### src/rtl/cdrb_pkg.sv
// ----------------------------------------------------------------------------
// cdrb_pkg
// Shared types, constants and the answer record table for the DNS reply
// builder.
// ----------------------------------------------------------------------------
package cdrb_pkg;

	localparam int MAX_QUERY   = 72;
	localparam int HDR_BYTES   = 12;
	localparam int QUEUE_DEPTH = 4;

	localparam logic [7:0] FLAGS_RESP = 8'h84;
	localparam logic [7:0] PTR_HI     = 8'hC0;
	localparam logic [7:0] PTR_LO     = 8'h0C;
	localparam logic [7:0] TYPE_A     = 8'h01;
	localparam logic [7:0] CLASS_IN   = 8'h01;
	localparam logic [7:0] RDLEN_LO   = 8'h04;

	localparam logic [31:0] ADDR_RESET = 32'hC0A8_0401;
	localparam logic [31:0] TTL_RESET  = 32'h0000_0000;

	localparam logic [0:0] REG_ADDRESS = 1'b0;
	localparam logic [0:0] REG_TTL     = 1'b1;

	localparam logic [3:0] TRL_LAST = 4'd15;

	typedef struct packed {
		logic [7:0] data;
		logic       trailer;
	} cdrb_entry_t;

	function automatic logic [7:0] trailer_byte(
		input logic [3:0]  idx,
		input logic [31:0] ttl,
		input logic [31:0] addr
	);
		logic [7:0] b;
		case (idx)
			4'd0: b = PTR_HI;
			4'd1: b = PTR_LO;
			4'd2: b = 8'h00;
			4'd3: b = TYPE_A;
			4'd4: b = 8'h00;
			4'd5: b = CLASS_IN;
			4'd6: b = ttl[31:24];
			4'd7: b = ttl[23:16];
			4'd8: b = ttl[15:8];
			4'd9: b = ttl[7:0];
			4'd10: b = 8'h00;
			4'd11: b = RDLEN_LO;
			4'd12: b = addr[31:24];
			4'd13: b = addr[23:16];
			4'd14: b = addr[15:8];
			4'd15: b = addr[7:0];
			default: b = 8'h00;
		endcase
		return b;
	endfunction

endpackage

### src/rtl/captive_dns_reply_builder.sv
// ----------------------------------------------------------------------------
// captive_dns_reply_builder
// Streams a DNS reply that answers every question with one IPv4 address.
// ----------------------------------------------------------------------------
// The block takes one query byte per cycle while it is not full and gives back
// one reply byte per cycle while pop is held and a byte is ready. A kept query
// byte is registered in the queue and then in the output register before it
// can be popped. A kept last byte is followed by the 16 bytes of the answer
// record; during the record the front keeps taking bytes until the internal
// queue of QUEUE_DEPTH entries is full. Dropped queries use input cycles only.
module captive_dns_reply_builder import cdrb_pkg::*; #(
	parameter int QUEUE_DEPTH_P = QUEUE_DEPTH
) (
	input  logic        clk,
	input  logic        arst_n,
	input  logic        push,
	output logic        full,
	input  logic [7:0]  query_byte,
	input  logic [9:0]  query_length,
	input  logic        is_last_byte,
	output logic        empty,
	input  logic        pop,
	output logic [7:0]  reply_byte,
	output logic        is_last_reply,
	input  logic        cfg_we,
	input  logic [0:0]  cfg_index,
	input  logic [31:0] cfg_data
);

	logic [31:0] address_q;
	logic [31:0] ttl_q;
	logic        enq;
	cdrb_entry_t enq_entry;
	logic        deq;
	cdrb_entry_t deq_entry;
	logic        q_empty;
	logic        accept;

	assign accept = push && !full;

	always_ff @(posedge clk or negedge arst_n) begin
		if (!arst_n) begin
			address_q <= ADDR_RESET;
			ttl_q     <= TTL_RESET;
		end else if (cfg_we) begin
			case (cfg_index)
				REG_ADDRESS: address_q <= cfg_data;
				REG_TTL:     ttl_q     <= cfg_data;
				default:     address_q <= address_q;
			endcase
		end
	end

	cdrb_front u_front (
		.clk          (clk),
		.arst_n       (arst_n),
		.accept       (accept),
		.query_byte   (query_byte),
		.query_length (query_length),
		.is_last_byte (is_last_byte),
		.enq          (enq),
		.enq_entry    (enq_entry)
	);

	cdrb_queue #(
		.DEPTH (QUEUE_DEPTH_P)
	) u_queue (
		.clk       (clk),
		.arst_n    (arst_n),
		.enq       (enq),
		.enq_entry (enq_entry),
		.deq       (deq),
		.deq_entry (deq_entry),
		.full      (full),
		.empty     (q_empty)
	);

	cdrb_back u_back (
		.clk            (clk),
		.arst_n         (arst_n),
		.deq_entry      (deq_entry),
		.q_empty        (q_empty),
		.deq            (deq),
		.answer_address (address_q),
		.answer_ttl     (ttl_q),
		.pop            (pop),
		.empty          (empty),
		.reply_byte     (reply_byte),
		.is_last_reply  (is_last_reply)
	);

endmodule

### src/rtl/cdrb_front.sv
// ----------------------------------------------------------------------------
// cdrb_front
// Accepts query bytes, drops out-of-range queries and rewrites the header.
// ----------------------------------------------------------------------------
module cdrb_front import cdrb_pkg::*; (
	input  logic        clk,
	input  logic        arst_n,
	input  logic        accept,
	input  logic [7:0]  query_byte,
	input  logic [9:0]  query_length,
	input  logic        is_last_byte,
	output logic        enq,
	output cdrb_entry_t enq_entry
);

	logic [3:0] byte_position_q;
	logic [7:0] count_high_q;
	logic [7:0] count_low_q;
	logic       keep;
	logic [7:0] hdr_byte;

	assign keep = (query_length >= 10'(HDR_BYTES)) && (query_length < 10'(MAX_QUERY));

	always_comb begin
		case (byte_position_q)
			4'd0, 4'd1, 4'd4, 4'd5: hdr_byte = query_byte;
			4'd2: hdr_byte = FLAGS_RESP | {7'd0, query_byte[0]};
			4'd6: hdr_byte = count_high_q;
			4'd7: hdr_byte = count_low_q;
			4'd3, 4'd8, 4'd9, 4'd10, 4'd11: hdr_byte = 8'h00;
			default: hdr_byte = query_byte;
		endcase
	end

	assign enq               = accept && keep;
	assign enq_entry.data    = hdr_byte;
	assign enq_entry.trailer = is_last_byte;

	always_ff @(posedge clk or negedge arst_n) begin
		if (!arst_n) begin
			byte_position_q <= 4'd0;
			count_high_q    <= 8'd0;
			count_low_q     <= 8'd0;
		end else if (accept) begin
			if (is_last_byte) begin
				byte_position_q <= 4'd0;
			end else if (byte_position_q < 4'(HDR_BYTES)) begin
				byte_position_q <= byte_position_q + 4'd1;
			end
			if (keep && byte_position_q == 4'd4) begin
				count_high_q <= query_byte;
			end
			if (keep && byte_position_q == 4'd5) begin
				count_low_q <= query_byte;
			end
		end
	end

endmodule

### src/rtl/cdrb_queue.sv
// ----------------------------------------------------------------------------
// cdrb_queue
// Short first-in first-out queue between the front and the back.
// ----------------------------------------------------------------------------
module cdrb_queue import cdrb_pkg::*; #(
	parameter int DEPTH = QUEUE_DEPTH
) (
	input  logic        clk,
	input  logic        arst_n,
	input  logic        enq,
	input  cdrb_entry_t enq_entry,
	input  logic        deq,
	output cdrb_entry_t deq_entry,
	output logic        full,
	output logic        empty
);

	localparam int PTR_W = (DEPTH > 1) ? $clog2(DEPTH) : 1;
	localparam int CNT_W = $clog2(DEPTH + 1);

	cdrb_entry_t      entries_q [DEPTH];
	logic [PTR_W-1:0] wr_ptr_q;
	logic [PTR_W-1:0] rd_ptr_q;
	logic [CNT_W-1:0] count_q;
	logic             do_enq;
	logic             do_deq;

	assign full      = (count_q == CNT_W'(DEPTH));
	assign empty     = (count_q == '0);
	assign do_enq    = enq && !full;
	assign do_deq    = deq && !empty;
	assign deq_entry = entries_q[rd_ptr_q];

	always_ff @(posedge clk) begin
		if (do_enq) begin
			entries_q[wr_ptr_q] <= enq_entry;
		end
	end

	always_ff @(posedge clk or negedge arst_n) begin
		if (!arst_n) begin
			wr_ptr_q <= '0;
			rd_ptr_q <= '0;
			count_q  <= '0;
		end else begin
			if (do_enq) begin
				wr_ptr_q <= (wr_ptr_q == PTR_W'(DEPTH - 1)) ? '0 : wr_ptr_q + 1'b1;
			end
			if (do_deq) begin
				rd_ptr_q <= (rd_ptr_q == PTR_W'(DEPTH - 1)) ? '0 : rd_ptr_q + 1'b1;
			end
			if (do_enq && !do_deq) begin
				count_q <= count_q + 1'b1;
			end else if (do_deq && !do_enq) begin
				count_q <= count_q - 1'b1;
			end
		end
	end

endmodule

### src/rtl/cdrb_back.sv
// ----------------------------------------------------------------------------
// cdrb_back
// Sends queued reply bytes and appends the answer record after a last byte.
// ----------------------------------------------------------------------------
module cdrb_back import cdrb_pkg::*; (
	input  logic        clk,
	input  logic        arst_n,
	input  cdrb_entry_t deq_entry,
	input  logic        q_empty,
	output logic        deq,
	input  logic [31:0] answer_address,
	input  logic [31:0] answer_ttl,
	input  logic        pop,
	output logic        empty,
	output logic [7:0]  reply_byte,
	output logic        is_last_reply
);

	logic       out_valid_q;
	logic [7:0] out_byte_q;
	logic       out_last_q;
	logic       trl_active_q;
	logic [3:0] trl_idx_q;
	logic       load;

	assign load          = !out_valid_q || pop;
	assign deq           = load && !trl_active_q && !q_empty;
	assign empty         = !out_valid_q;
	assign reply_byte    = out_byte_q;
	assign is_last_reply = out_last_q;

	always_ff @(posedge clk or negedge arst_n) begin
		if (!arst_n) begin
			out_valid_q  <= 1'b0;
			out_last_q   <= 1'b0;
			trl_active_q <= 1'b0;
			trl_idx_q    <= 4'd0;
		end else if (load) begin
			if (trl_active_q) begin
				out_valid_q <= 1'b1;
				out_last_q  <= (trl_idx_q == TRL_LAST);
				trl_idx_q   <= trl_idx_q + 4'd1;
				if (trl_idx_q == TRL_LAST) begin
					trl_active_q <= 1'b0;
				end
			end else if (!q_empty) begin
				out_valid_q  <= 1'b1;
				out_last_q   <= 1'b0;
				trl_active_q <= deq_entry.trailer;
				trl_idx_q    <= 4'd0;
			end else begin
				out_valid_q <= 1'b0;
				out_last_q  <= 1'b0;
			end
		end
	end

	always_ff @(posedge clk) begin
		if (load) begin
			if (trl_active_q) begin
				out_byte_q <= trailer_byte(trl_idx_q, answer_ttl, answer_address);
			end else begin
				out_byte_q <= deq_entry.data;
			end
		end
	end

endmodule

### config.mk
export PLATFORM = sky130hd
export DESIGN_NAME = captive_dns_reply_builder
export DESIGN_NICKNAME = d
export VERILOG_FILES = /design/src/rtl/cdrb_pkg.sv /design/src/rtl/captive_dns_reply_builder.sv /design/src/rtl/cdrb_front.sv /design/src/rtl/cdrb_queue.sv /design/src/rtl/cdrb_back.sv
export SDC_FILE = /design/constraint.sdc
export NUM_CORES = 1
export LEC_CHECK = 0
export BUFFER_PORTS_ARGS = -buffer_cell sky130_fd_sc_hd__clkbuf_2
export CAP_MARGIN = 30
export CORE_AREA = 2 2 130 132
export DETAILED_ROUTE_END_ITERATION = 10
export DIE_AREA = 0 0 132 134
export MAX_ROUTING_LAYER = met4
export PLACE_DENSITY = 0.57
export SYNTH_ARGS = -nofsm -noshare
export SYNTH_HDL_FRONTEND = slang
export SYNTH_SLANG_ARGS = --single-unit
export TNS_END_PERCENT = 30
### constraint.sdc
create_clock -name clk -period 5.56 [get_ports clk]
set_input_delay 0.556 -clock clk [delete_from_list [all_inputs] [get_ports clk]]
set_output_delay 0.556 -clock clk [all_outputs]
set_load 0.01 [all_outputs]
Word level (Yosys, flattened, before mapping)
Memory sizes are Yosys's and may differ from the RTL's.
Index checks and enable logic that the tools add are counted.

storage, ports and cells
  bits in registers = 106
  bits in writable memories = 36
  bits of input ports = 57
  output and inout bits = 11
  memories = 1

memories
  name               depth  width  read ports  clocked after memory_dff  wr ports  line              source
  u_queue.entries_q  4      9      1           0                         1         cdrb_queue.sv:21  cdrb_entry_t entries_q [DEPTH];

cells by class
  mux-type cells = 19
  reduce and logical (&&, ||, !) cells = 31
  bitwise operators = 1
  equality and inequality tests = 29
  magnitude comparators = 3
  add/subtract/negate cells = 6

operator list
  operator                                                            count
  one-hot mux 8 bit (13 select lines)                                 1
  equality test 4 bit, second input constant                          12
  equality test 4 x 3 -> 1 bit, second input constant                 8
  one-hot mux 8 bit (4 select lines)                                  1
  equality test 4 x 2 -> 1 bit, second input constant                 4
  2-to-1 mux 4 bit                                                    4
  AND reduction 2 bit                                                 6
  logical AND 1 bit                                                   11
  greater-or-equal comparator 10 x 4 -> 1 bit, second input constant  1
  < comparator 10 x 7 -> 1 bit, second input constant                 1
  adder 4 x 1 -> 4 bit, second input constant                         2
  2-to-1 mux 1 bit                                                    8
  2-to-1 mux 8 bit                                                    1
  zero test 1 bit                                                     6
  2-to-1 mux 3 bit                                                    2
  OR reduction 5 bit                                                  1
  adder 2 x 1 -> 2 bit, second input constant                         2
  equality test 2 bit, second input constant                          2
  equality test 4 x 1 -> 1 bit, second input constant                 1
  zero test 4 bit                                                     1
  < comparator 4 bit, second input constant                           1
  2-to-1 mux 2 bit                                                    2
  nonzero test 2 bit                                                  2
  adder 3 x 1 -> 3 bit, second input constant                         1
  other kinds (8)                                                     8

Longest topological paths before layout
  depth in word-level cells = 9
  depth in mapped cells = 11
  gate-level depth less buffers = 11

By module
Synthesis repeated with hierarchy kept, for this count alone.

second synthesis, totals
  cell total of the unflattened synthesis = 479
  area total of the unflattened synthesis = 6620.1 um2

by module, submodules not included
  module                     cells each  area each (um2)  times used
  captive_dns_reply_builder  138         2441.1           1
  cdrb_queue                 84          1752.9           1
  cdrb_back                  152         1303.8           1
  cdrb_front                 105         1122.3           1

Least setup slack after synthesis
No wires, ideal clock.

  kind = input -> register
  from = in query_length[3]
  to = reg u_queue.count_q[2]
  stages = 9
  setup slack = 3138 ps
  data required time = 5481 ps
  buffers on the path = 0
  data arrival time = 2343 ps
  path through = o31ai_1 > o21ai_1 > nor3_2 > ha_1 > inv_1 > fa_1 > xor2_1 > nor2_1 > xor2_1

on the way
  longest elaborated chain between the ends = 7
  elaborated cells on any way between the ends = 10
  those cells by class = 2 x order compare; 1 x mux; 7 x reduce/logical

RTL lines
  element                                                                                      line                             source
  from (decl)                                                                                  captive_dns_reply_builder.sv:19  input logic [9:0] query_length,
  greater-or-equal comparator 10 x 4 -> 1 bit or < comparator 10 x 7 -> 1 bit (tied branches)  cdrb_front.sv:22                 assign keep = (query_length >= 10'(HDR_BYTES)) && (query_length < 10'(MAX_QUERY));
  logical AND 1 bit (*)                                                                        cdrb_front.sv:22
  logical AND 1 bit (*)                                                                        cdrb_front.sv:35                 assign enq = accept && keep;
  logical AND 1 bit (*)                                                                        cdrb_queue.sv:30                 assign do_enq = enq && !full;
  named net u_queue.do_enq                                                                     cdrb_queue.sv:25                 logic do_enq;
  zero test 1 bit                                                                              cdrb_queue.sv:54                 end else if (do_deq && !do_enq) begin
  logical AND 1 bit                                                                            cdrb_queue.sv:54
  nonzero test 2 bit (no line)                                                                 n/a
  to (signal assigned)                                                                         cdrb_queue.sv:53                 count_q <= count_q + 1'b1;
  to (signal assigned)                                                                         cdrb_queue.sv:55                 count_q <= count_q - 1'b1;
  to (decl)                                                                                    cdrb_queue.sv:24                 logic [CNT_W-1:0] count_q;

Mark *: on every way through the listed nets, which the timed path passes. The rest lies on a longest branch.
A chain may end at the register's enable or synchronous reset.

Worst setup path after layout
  from = reg u_back.out_valid_q
  to = reg u_queue.count_q[2]

on the way
  longest elaborated chain between the ends = 8
  elaborated cells on any way between the ends = 10
  those cells by class = 1 x mux; 9 x reduce/logical

RTL lines
  element                                                 line              source
  from (decl)                                             cdrb_back.sv:19   logic out_valid_q;
  from (signal assigned)                                  cdrb_back.sv:34   out_valid_q <= 1'b0;
  from (signal assigned)                                  cdrb_back.sv:40   out_valid_q <= 1'b1;
  from (signal assigned)                                  cdrb_back.sv:47   out_valid_q <= 1'b1;
  zero test 1 bit (*)                                     cdrb_back.sv:26   assign load = !out_valid_q || pop;
  logical OR 1 bit (*)                                    cdrb_back.sv:26
  named net u_back.load                                   cdrb_back.sv:24   logic load;
  logical AND 1 bit (*) (2 in a row)                      cdrb_back.sv:27   assign deq = load && !trl_active_q && !q_empty;
  logical AND 1 bit (*)                                   cdrb_queue.sv:31  assign do_deq = deq && !empty;
  zero test 1 bit                                         cdrb_queue.sv:52  if (do_enq && !do_deq) begin
  logical AND 1 bit                                       cdrb_queue.sv:52
  2-to-1 mux 3 bit or nonzero test 2 bit (tied branches)  n/a

Marks and branches as above.

==> summary.md <==
| Metric | Value |
|---|---|
| Setup slack after layout | `between 2 and 3 ns` |
| Mapped Nets | `about 540` |
| Vias/cell | `approximately 5.3` |
| CTS buffer count | `17` |
| Synth Area per Inst | `approximately 14 µm²` |
| Final Max Slew Viols | `0` |
| Post-synthesis simple-gate area fraction | `around 6.6%` |
| Overflow after GRT | `0` |
| Post_cts resized | `0` |
| Synthesized area | `around 6400 µm²` |
| Setup TNS | `0 ns` |
| # hold bufs at CTS | `0` |
| Top cell type's share of synthesized area | `a little over a third` |
| CTS max path bufs | `2` |
| Yosys reg bits | `~140` |
| Req. time, crit path | `approximately 6 ns` |
| CP max FO | `15` |
| Number of distinct library cells after synthesis | `between 50 and 60` |
| Hold crit path type | `input pin to async pin` |
| I/O Buffers | `65` |
| Final WL | `roughly 13 mm` |
| Vias in the first global route | `between 4000 and 5000` |
| Number of flops mapped to enable cells by yosys | `between 40 and 50` |
| CTS tree | `done` |
| Skew final | `approximately 0.007 ns` |
| Initial antenna violation count | `0` |
| Final period utilization | `a little under half` |
| Final hold vios | `0` |
| N_diodes | `0` |
| Clock Sinks | `142` |
| Pin count of the biggest net entering global routing | `between 50 and 60` |
| Width of the die | `about 130 µm` |
| Synth Flop Type | `dfrtp_1` |
| Post-Route Utilization | `a little under half` |
| Die ar. | `17690 µm²` |
| PwrDens | `~470 nW/µm²` |
| Comb pwr share | `between 20 and 30%` |
| Xor/xnor share of the synthesized area | `less than 1%` |
| Area leader, netlist | `dfrtp_1` |
| HPWL after DPL | `roughly 9 mm` |
| R2r worst-path depth | `11` |
| Setup WS pre-CTS | `2.682 ns` |
| CP arrival | `approximately 2.9 ns` |
| CP Capture Type | `register` |
| Ranking of synthesized cells by area | `dfrtp_1, edfxtp_1, mux2_2` |
| Multi-input gate area | `~2500 µm²` |
| Main combinational cell family by area after synthesis | `multiplexers` |
| Core footprint | `16290 µm²` |
| DR WL/cell | `between 15 and 20 µm` |
| Compound-Gate Fraction of Synth Area | `just over 9%` |
| Crit path largest cell delay | `roughly 0.47 ns` |
| Setup Fix Bufs, Post-CTS | `0` |
| Post-layout nets | `around 600` |
| Most frequent CP cell | `inv_1` |
| Initial Utilization | `between 30% and 40%` |
| IO Pins | `68` |
| Switch Pwr | `1.105 mW` |
| Post-Synthesis Cells | `between 400 and 500` |
| CTS root buf | `clkbuf_16` |
| Sw Ratio | `a little under a third` |
| Multiplexer area fraction after synthesis | `approximately a fifth` |
| Int Power | `between 2 and 2.5 mW` |
| FF-to-FF setup slack | `around 3 ns` |
| Worst vdd ir | `~260 µV` |
| Clock power share | `between 30% and 40%` |
| Adder-Cell Fraction of Synth Area | `under 10%` |
| Slew headroom | `a little under two fifths` |
| Ys Warns | `0` |
| Crit path cell chain | `inv_1, nor2_1, clkinv_1, and3b_1, inv_1, ha_1, inv_1, fa_1, xor2_1, nor2_1, xor2_1` |
| Clock latency on the worst-skew pair | `0.42 ns` |
| CTS HTree Levels | `4` |
| Max-cap viol count | `0` |
| Register area | `roughly 3800 µm²` |
| R2r startpoint | `u_back.out_valid_q` |
| CP startpoint kind | `register` |
| Placer Congestion | `roughly 0.79` |
| R2R Path End | `u_queue.count_q[2]` |
| Fmax | `385.7 MHz` |
| Gr usage total | `between 10% and 20%` |
| Minimum clock period | `about 2.6 ns` |
| Vert. Die Dim | `around 130 µm` |
| P&R area growth vs syn | `17.13%` |
| Sequential power share | `between 40% and 50%` |
| Drt pass-1 iters | `4` |
| Final setup viols | `0` |
| Leak | `between 3 and 4 nW` |
| Via count | `roughly 4100` |
| DR iter-0 viols | `252` |
| CP Class | `register to register` |
| Worst Max-Slew Pin Slew | `0.9387 ns` |
| Status | `completed` |
| # rows | `47` |
| Seq/Total Area, Yosys | `58.78%` |
| DRC errors left | `0` |
| RSZ-0062 raised after global routing | `false` |
| Slowest CP cell | `clkinv_1` |
| Antenna Nets Post-Route | `0` |
| Clk pin slew, worst setup/hold paths | `roughly 0.060 ns` |
| First-pass GRT wire length | `about 22 mm` |
| Fillers | `between 1000 and 1500` |
| Ys async rst share | `between 60 and 70%` |
| Layout cells sized above 1 | `37.75%` |
stage by stage:
stage	std cells	total power, mW	hold slack (ns)	area (µm²)
5_1_grt	763	3.736	0.1458	7537
4_1_cts	763	3.562	0.1166	7537
3_5_place_dp	731	2.456	0.4771	6960
3_3_place_gp	730	2.423	0.4647	6955
6_report	763	3.525	0.1126	7537
2_1_floorplan	470	2.145	0.2604	6435
routing by layer:
layer	up-vias	GRT usage [%]	routed length (µm)
li1	1876	-	-
met3	21	4.573	593
met4	0	6.220	233
met2	90	27.55	6805
met5	-	-	0
met1	2074	19.52	5664
cells in the mapped netlist, types with 3 or more instances:
library cell  instances
a221oi_1              5
a211oi_1              3
and2_1                4
nand2b_1              6
nor2b_1               4
clkbuf_1             20
a22o_1                4
or3_1                 3
a31oi_1               4
buf_1                 6
and3b_1               3
edfxtp_1             44
nand2_1              17
nor3_1                3
dfrtp_1              91
and3_1                3
o21ai_0              13
mux2i_1               7
ha_1                 14
o22ai_1               5
mux2_2               86
a22oi_1              15
inv_1                18
nor2_1               17
dfstp_2               7
a21oi_1              17
nand3_1               8
mux4_2                9
worst max-delay path, delay by kind of cell, from the launching register on:
kind / cells / cell delay (ns)
and+or+nand+nor: 3 / 0.71
xor gates and xnor gates: 2 / 0.30
DFF: 1 / 0.33
adders and majority gates: 2 / 0.54
buffers and inverters: 4 / 0.65
layout by cell type, fill, tap and decap left out, drive strengths merged, types with 3 or more instances in the layout:
| cell | n |
|---|---|
| nand3 | 8 |
| nor3 | 4 |
| a31oi | 4 |
| buf | 4 |
| a22o | 4 |
| a21oi | 17 |
| edfxtp | 44 |
| inv | 18 |
| or3 | 3 |
| and3 | 3 |
| nand2 | 17 |
| dfstp | 7 |
| and2 | 4 |
| mux4 | 9 |
| nor4 | 3 |
| nand2b | 6 |
| mux2i | 7 |
| a211oi | 3 |
| o22ai | 5 |
| nor2b | 4 |
| o21ai | 14 |
| dfrtp | 91 |
| mux2 | 86 |
| clkinv | 9 |
| and3b | 3 |
| nor2 | 17 |
| a221oi | 5 |
| a22oi | 15 |
| clkbuf | 84 |
| ha | 14 |
kinds of logic after synthesis:
| family | Yosys count |
|---|---|
| simple gates | 76 |
| mux | 102 |
| compound gates | 86 |
| flops | 142 |
| xor+xnor | 3 |
| buf+inv | 46 |
| fa+ha+maj | 15 |
worst max-delay path by stage:
stage                            start                 end  slack [ns]  cells after the start
floorplan              query_length[3]  u_queue.count_q[2]        3.14                      9
global placement                   pop  u_queue.count_q[2]        2.72                     11
detailed placement                 pop  u_queue.count_q[2]        2.68                     11
CTS                 u_back.out_valid_q  u_queue.count_q[2]        2.92                     11
global route        u_back.out_valid_q  u_queue.count_q[2]        2.63                     11
finish              u_back.out_valid_q  u_queue.count_q[2]        2.97                     11
area by class of cell:
class | count | area share [%]
flip-flops and latches | 142 | 50.18
multi-input cells | 282 | 32.95
clock buffers | 20 | 6.059
repair buffers | 68 | 4.615
well taps | 220 | 3.652
clock inverters | 12 | 1.594
inverters | 19 | 0.9462
power by group through the flow:
stage	clock (mW)	combinational (mW)	sequential, mW
after floorplan	0	0.724	1.42
after global routing	1.17	1.01	1.56
after CTS	1.12	0.915	1.52
final	1.09	0.908	1.52
after detailed placement	0	0.913	1.54
after global placement	0	0.886	1.54
flip-flops by register name, summed over array words and instances (netlist names), 4 cells and up:
register                 flops
u_back.trl_idx_q             4
address_q                   32
u_queue.entries_q           36
u_back.reply_byte            8
u_front.count_high_q         8
u_front.count_low_q          8
u_front.byte_position_q      4
ttl_q                       32
Note: power is estimated with default switching activity, not from simulation.
